<file path="config.mk">
export PLATFORM = sky130hd
export DESIGN_NAME = sorted_priority_queue
export DESIGN_NICKNAME = d
export VERILOG_FILES = /design/src/spq_pkg.sv /design/src/sorted_priority_queue.sv /design/src/spq_cell.sv
export VERILOG_INCLUDE_DIRS = /design/src /design/src/src
export SDC_FILE = /design/constraint.sdc
export NUM_CORES = 1
export LEC_CHECK = 0
export ABC_AREA = 1
export BUFFER_PORTS_ARGS = -buffer_cell sky130_fd_sc_hd__buf_4
export CAP_MARGIN = 20
export CORE_MARGIN = 8
export CORE_UTILIZATION = 50
export CTS_BUF_LIST = sky130_fd_sc_hd__clkbuf_16
export DETAILED_ROUTE_END_ITERATION = 7
export PLACE_DENSITY_LB_ADDON = 0.3
export RECOVER_POWER = 100
export SYNTH_ARGS = -nofsm -noshare
export SYNTH_HDL_FRONTEND = slang
export SYNTH_SLANG_ARGS = --single-unit
</file>
<file path="constraint.sdc">
create_clock -name clk_i -period 5 [get_ports clk_i]
set_input_delay 0.25 -clock clk_i [delete_from_list [all_inputs] [get_ports clk_i]]
set_output_delay 0.25 -clock clk_i [all_outputs]
set_load 0.05 [all_outputs]
</file>
<file path="src/sorted_priority_queue_assert.svh">
// assertion macros for the sorted priority queue
// used by the top level, expects clk_i and rst_ni in scope
`ifndef SORTED_PRIORITY_QUEUE_ASSERT_SVH
`define SORTED_PRIORITY_QUEUE_ASSERT_SVH

// same-cycle implication, checked outside reset
`define SPQ_ASSERT_IMP(lbl, ante, cons, msg) \
  lbl: assert property (@(posedge clk_i) disable iff (!rst_ni) (ante) |-> (cons)) \
    else $error(msg);

// next-cycle implication, checked outside reset
`define SPQ_ASSERT_NXT(lbl, ante, cons, msg) \
  lbl: assert property (@(posedge clk_i) disable iff (!rst_ni) (ante) |=> (cons)) \
    else $error(msg);

`endif

</file>
<file path="src/spq_pkg.sv">
// shared types and constants for the sorted priority queue
// no dependencies
package spq_pkg;

  localparam int unsigned DEPTH   = 8;
  localparam int unsigned VALUE_W = 32;
  localparam int unsigned KEY_W   = 8;
  localparam int unsigned STAT_W  = 2;
  localparam int unsigned OCC_W   = 4;
  localparam int unsigned CNT_W   = $clog2(DEPTH + 1);

  typedef enum logic {
    OP_ENQUEUE = 1'b0,
    OP_DEQUEUE = 1'b1
  } opcode_e;

  typedef enum logic [STAT_W-1:0] {
    ST_OK        = 2'd0,
    ST_OVERFLOW  = 2'd1,
    ST_UNDERFLOW = 2'd2
  } status_e;

  typedef enum logic [1:0] {
    CELL_HOLD   = 2'd0,
    CELL_INSERT = 2'd1,
    CELL_SHIFT  = 2'd2
  } cell_op_e;

  typedef struct packed {
    logic signed [VALUE_W-1:0] value;
    logic [KEY_W-1:0]          key;
  } entry_t;

  // broadcast to every cell of the chain
  typedef struct packed {
    cell_op_e op;
    entry_t   entry;
  } cell_ctrl_t;

endpackage

</file>
<file path="src/sorted_priority_queue.sv">
// Sorted priority queue of DEPTH entries (value, key), smallest key at the head.
// The store is a chain of identical cells, cell 0 holding the head. An enqueue
// broadcasts the new key to all cells at once: every occupied cell whose key is
// equal or smaller keeps its entry, the first cell past them takes the new entry
// and every cell behind it takes its lower neighbor's entry, so equal keys leave
// in arrival order. A dequeue returns cell 0 and every cell takes its upper
// neighbor's entry. An enqueue into a full queue reports overflow and a dequeue
// from an empty queue reports underflow; neither changes the queue. Rate: one
// item per cycle, the chain updates in the cycle of acceptance and the result
// sits in an output register the next cycle; in_ready_o stays high while that
// register is empty or being taken. Occupancy is the entry count after the step,
// truncated to 4 bits. No clearing pass is needed after reset.
// depends on spq_pkg, spq_cell and sorted_priority_queue_assert.svh
`include "sorted_priority_queue_assert.svh"

module sorted_priority_queue (
  input  logic                               clk_i,
  input  logic                               rst_ni,
  // input channel
  input  logic                               in_valid_i,
  output logic                               in_ready_o,
  input  logic                               opcode_i,
  input  logic signed [spq_pkg::VALUE_W-1:0] item_value_i,
  input  logic [spq_pkg::KEY_W-1:0]          item_key_i,
  // result channel
  output logic                               out_valid_o,
  input  logic                               out_ready_i,
  output logic [spq_pkg::STAT_W-1:0]         status_o,
  output logic signed [spq_pkg::VALUE_W-1:0] head_value_o,
  output logic [spq_pkg::KEY_W-1:0]          head_key_o,
  output logic [spq_pkg::OCC_W-1:0]          occupancy_o
);
  import spq_pkg::*;

  // entry count, the only control state of the store
  logic [CNT_W-1:0] count_q, count_d;

  // result register
  logic                      out_valid_q, out_valid_d;
  status_e                   status_q, status_d;
  logic signed [VALUE_W-1:0] head_value_q, head_value_d;
  logic [KEY_W-1:0]          head_key_q, head_key_d;
  logic [OCC_W-1:0]          occ_q;

  logic       in_fire;
  logic       full;
  logic       empty;
  cell_ctrl_t ctrl;

  // chain wiring
  entry_t     cell_entry [DEPTH];
  entry_t     prev_entry [DEPTH];
  entry_t     next_entry [DEPTH];
  logic [DEPTH-1:0] stay;
  logic [DEPTH-1:0] prev_stay;
  logic [DEPTH-1:0] occ;

  assign in_ready_o = !out_valid_q || out_ready_i;
  assign in_fire    = in_valid_i && in_ready_o;
  assign full       = (count_q == CNT_W'(DEPTH));
  assign empty      = (count_q == '0);

  // decode of the accepted item
  always_comb begin
    ctrl.op          = CELL_HOLD;
    ctrl.entry.value = item_value_i;
    ctrl.entry.key   = item_key_i;
    count_d          = count_q;
    status_d         = ST_OK;
    head_value_d     = '0;
    head_key_d       = '0;
    if (in_fire) begin
      case (opcode_e'(opcode_i))
        OP_ENQUEUE: begin
          if (full) begin
            status_d = ST_OVERFLOW;
          end else begin
            ctrl.op = CELL_INSERT;
            count_d = count_q + CNT_W'(1);
          end
        end
        OP_DEQUEUE: begin
          if (empty) begin
            status_d = ST_UNDERFLOW;
          end else begin
            ctrl.op      = CELL_SHIFT;
            head_value_d = cell_entry[0].value;
            head_key_d   = cell_entry[0].key;
            count_d      = count_q - CNT_W'(1);
          end
        end
        default: begin
          ctrl.op = CELL_HOLD;
        end
      endcase
    end
  end

  // the chain of cells; ends are tied off
  for (genvar i = 0; i < DEPTH; i++) begin : g_cell
    assign occ[i] = (CNT_W'(i) < count_q);

    if (i == 0) begin : g_head
      // head cell always takes the new entry when it gives way
      assign prev_stay[i]  = 1'b1;
      assign prev_entry[i] = '0;
    end else begin : g_body
      assign prev_stay[i]  = stay[i-1];
      assign prev_entry[i] = cell_entry[i-1];
    end

    if (i == DEPTH - 1) begin : g_tail
      // past the tail nothing is stored
      assign next_entry[i] = '0;
    end else begin : g_inner
      assign next_entry[i] = cell_entry[i+1];
    end

    spq_cell u_cell (
      .clk_i        (clk_i),
      .ctrl_i       (ctrl),
      .occ_i        (occ[i]),
      .prev_stay_i  (prev_stay[i]),
      .prev_entry_i (prev_entry[i]),
      .next_entry_i (next_entry[i]),
      .stay_o       (stay[i]),
      .entry_o      (cell_entry[i])
    );
  end

  assign out_valid_d = in_fire || (out_valid_q && !out_ready_i);

  always_ff @(posedge clk_i or negedge rst_ni) begin
    if (!rst_ni) begin
      count_q     <= '0;
      out_valid_q <= 1'b0;
    end else begin
      count_q     <= count_d;
      out_valid_q <= out_valid_d;
    end
  end

  // result payload, loaded with each accepted item
  always_ff @(posedge clk_i) begin
    if (in_fire) begin
      status_q     <= status_d;
      head_value_q <= head_value_d;
      head_key_q   <= head_key_d;
      occ_q        <= OCC_W'(count_d);
    end
  end

  assign out_valid_o  = out_valid_q;
  assign status_o     = status_q;
  assign head_value_o = head_value_q;
  assign head_key_o   = head_key_q;
  assign occupancy_o  = occ_q;

  // checks
  `SPQ_ASSERT_IMP(a_count_bound, 1'b1, count_q <= CNT_W'(DEPTH), "entry count exceeds depth")
  `SPQ_ASSERT_NXT(a_overflow_hold, in_fire && (opcode_i == OP_ENQUEUE) && full, $stable(count_q), "overflow changed count")
  `SPQ_ASSERT_NXT(a_result_follows, in_fire, out_valid_q, "accepted item gave no result")

  for (genvar j = 1; j < DEPTH; j++) begin : g_chk
    `SPQ_ASSERT_IMP(a_sorted, occ[j], cell_entry[j-1].key <= cell_entry[j].key, "chain out of order")
  end

endmodule

</file>
<file path="src/spq_cell.sv">
// one slot of the sorted chain: holds an entry, compares with the broadcast key
// depends on spq_pkg
module spq_cell (
  input  logic               clk_i,
  input  spq_pkg::cell_ctrl_t ctrl_i,
  input  logic               occ_i,
  input  logic               prev_stay_i,
  input  spq_pkg::entry_t    prev_entry_i,
  input  spq_pkg::entry_t    next_entry_i,
  output logic               stay_o,
  output spq_pkg::entry_t    entry_o
);
  import spq_pkg::*;

  entry_t entry_q, entry_d;

  // stored entry is ahead of the new one (equal keys keep arrival order)
  assign stay_o = occ_i && (entry_q.key <= ctrl_i.entry.key);

  always_comb begin
    entry_d = entry_q;
    case (ctrl_i.op)
      CELL_INSERT: begin
        if (stay_o) begin
          entry_d = entry_q;
        end else if (prev_stay_i) begin
          entry_d = ctrl_i.entry;
        end else begin
          entry_d = prev_entry_i;
        end
      end
      CELL_SHIFT: begin
        entry_d = next_entry_i;
      end
      default: begin
        entry_d = entry_q;
      end
    endcase
  end

  always_ff @(posedge clk_i) begin
    entry_q <= entry_d;
  end

  assign entry_o = entry_q;

endmodule

</file>
==> run_results.csv <==
group,metric,value,unit
worst_setup_path,critPathArrivalTime,4.38,ns
yosys,ys_seq_elements,371,
placement,dp_hpwl,36.8,mm
yosys,synth.area.top_cells,"edfxtp_1 52%, nand2_1 16%, nand3_1 12%",
global_routing,grt_pass1_wl,94.7,mm
timing,fin_worst_skew,0.0243,ns
worst_setup_path,cp-start-kind,"register",
timing,period_minus_slack,4.20,ns
final_layout,layout-drive-gt1-share,5.92,%
global_routing,grt_max_degree,239,
route,first_iter_violations,2113,
global_routing,overflow,0,
placement,port_buffers,92,
yosys,yosysMostFrequentCell,"nand2_1",
global_routing,grt_usage,23.6,%
worst_setup_path,critPathKind,"register to register",
route,firstDrtPassIters,5,
timing,finalCritPeriodShare,84.0,%
cts,htreeDepth,2,
route,dr_total_vias,17700,
yosys,synth.distinct_cells,26,
worst_setup_path,reg2reg_to,"g_cell[2].u_cell.entry_o[34]$_DFFE_PP_",
yosys,ys_seq_area_share,52.7,%
final_layout,diodes,0,
yosys,synth_edf_count,366,
global_routing,grt_pass1_vias,17100,
route,drt_drc_violations_left,0,
die,die-area,49000,um2
min_path,hold_path_class,"primary input to register",
timing,fin_ws,0.799,ns
final_layout,nFillCells,3798,
power,power.density,505,nW/um2
timing,finalSetupViolations,0,
cts,clock_latency,0.56,ns
worst_setup_path,worstSetupEndpointType,"register",
yosys,avgSynthCellArea,8.17,um2
final_layout,post-route-util,55.9,%
worst_setup_path,timing.rr.start,"count_q[0]$_DFF_PN0_",
yosys,synth_common_cells,"891 x nand2_1, 525 x nand3_1, 366 x edfxtp_1, 305 x inv_1, 108 x nor2_1",
yosys,async_reset_ff_share,1.35,%
route,drt-total-wl,59.5,mm
die,rows,75,
power,ir_worst_vdd,0.000283,V
cts,clk_pin_slew,0.06,ns
route,via_per_inst,5.56,
timing,slew_headroom,-78.4,%
die,die_h,221,um
timing,tightest_slew,2.68,ns
final_layout,nets,2719,
worst_setup_path,cp-startpoint,"count_q[0]$_DFF_PN0_",
final_layout,multi_input_area,8120,um2
final_layout,register_area,11100,um2
placement,place_ws,1.36,ns
global_routing,antenna_found_initial,0,
yosys,syn-num-nets,2693,
timing,fmax,238,MHz
yosys,synth_top_area_share,52.1,%
outcome,status,"finished, violations left",
outcome,violations,"max-capacitance violations, max-slew violations",
timing,rsz0062_at_grt,"false",
worst_setup_path,crit_path_end,"g_cell[2].u_cell.entry_o[34]$_DFFE_PP_",
cts,cts_sinks,371,
cts,cts_tree,"built",
worst_setup_path,ff2ff_path_depth,10,
cts,cts_buffers,41,
timing,timing_hold_violations_final,0,
yosys,synth_area,21100,um2
final_layout,area_growth,10.9,%
die,io_pins,93,
cts,root_buffer,"clkbuf_16",
route,ant_nets,0,
yosys,postSynthCellCount,2581,
yosys,yosys_warnings,0,
placement,place_congestion,0.849,
worst_setup_path,cp_max_fo,19,
worst_setup_path,critPathRequiredTime,5.18,ns
worst_setup_path,reg2reg_setup_slack,0.80,ns
timing,slew_viol_final,208,
cts,cts_buffer_depth,3,
cts,post_cts_resized,0,
die,die_width,221,um
power,p_leak,10.8,nW
run,drv_cap,7,
yosys,synth_flop_cell,"edfxtp_1",
die,core-area,41800,um2
die,start_util,50.5,%
yosys,yosys.area.top_type,"edfxtp_1",
route,wire_per_inst,18.8,um
-- sequential cells by signal, indices dropped and copies added (netlist names) --
register and count:
g_cell.u_cell.entry_o 320, head_value_o 32, head_key_o 8, count_q 4, occupancy_o 4, status_o 2
out_valid_o 1
-- area by class of cell --
class                           count  share of cell area, %
Inverter                          318                   5.14
Tap cell                          539                   2.89
Sequential cell                   371                   47.6
Clock inverter                     30                   1.10
Clock buffer                       42                   4.50
Multi-Input combinational cell   1733                   34.8
Timing Repair Buffer              142                   4.04
-- worst max-delay path, stage by stage (launching register included) --
cell and delay [ns]:
dfrtp_1 0.40, inv_1 0.11, ha_1 0.32, nand2_1 0.11, nor2_1 0.06, nor2_2 0.11
inv_1 0.38, nand2_1 0.16, nand2_1 0.40, a31oi_1 1.13, clkbuf_2 0.63
-- routing by layer --
layer	GRT usage, %	wire (um)	up-vias
li1	-	-	8501
met1	33.3	25700	8169
met2	37.5	26900	900
met3	3.74	5670	91
met4	6.48	1260	0
met5	0	0	-
-- stage by stage --
stage	hold WS (ns)	instances	power [W]	cell area, um2	TNS [ns]
after detailed placement	0.0609	3099	0.00879	22300	0
after global routing	0.0245	3175	0.0124	23400	0
after CTS	0.00663	3174	0.0118	23600	0
after floorplan	-0.0456	2581	0.00744	21100	-118.96
final	0.0251	3175	0.0118	23400	0
after global placement	0.0622	3099	0.00865	22300	0
-- worst min path at each step --
stage	startpoint	end	slack (ns)	depth (start not counted)
floorplan	rst_ni	count_q[0]$_DFF_PN0_	-0.05	0
global placement	rst_ni	out_valid_o$_DFF_PN0_	0.06	1
detailed placement	rst_ni	out_valid_o$_DFF_PN0_	0.06	1
CTS	opcode_i	status_o[0]$_SDFFCE_PP0P_	0.007	2
global route	opcode_i	status_o[0]$_SDFFCE_PP0P_	0.02	2
finish	opcode_i	status_o[0]$_SDFFCE_PP0P_	0.03	2
-- where the power goes --
group / internal, W / switching (W) / leakage (nW)
Combinational: 0.00118 / 0.00303 / 6.67
Sequential: 0.00432 / 0.000262 / 3.47
Clock: 0.00173 / 0.00128 / 0.653
Total: 0.00723 / 0.00457 / 10.8
-- cell usage in the layout (no fill, tap or decap), drive strengths merged, types with 4 or more instances in the layout --
| cell type | instances |
|---|---|
| edfxtp | 366 |
| nand2 | 891 |
| a31oi | 8 |
| a21o | 6 |
| nand4 | 7 |
| o21ai | 53 |
| nand3 | 525 |
| clkinv | 25 |
| inv | 316 |
| dfrtp | 5 |
| a21oi | 62 |
| ha | 67 |
| clkbuf | 101 |
| bufinv | 4 |
| nor2 | 110 |
| buf | 80 |
-- cells by family after synthesis --
group / count (synthesis) / synth area share [%]
flops: 371 / 52.7
fa+ha+maj: 67 / 3.98
xor+xnor: 2 / 0.0831
compound gates: 130 / 3.24
buf+inv: 477 / 9.33
simple gates: 1534 / 30.6
-- repair_timing --
action                     CTS  global route
hold buffers                 3             0
buffers inserted             0             0
setup endpoints to repair    0             0
hold endpoints to repair     6             0
Note: power is estimated with default switching activity, not from simulation.
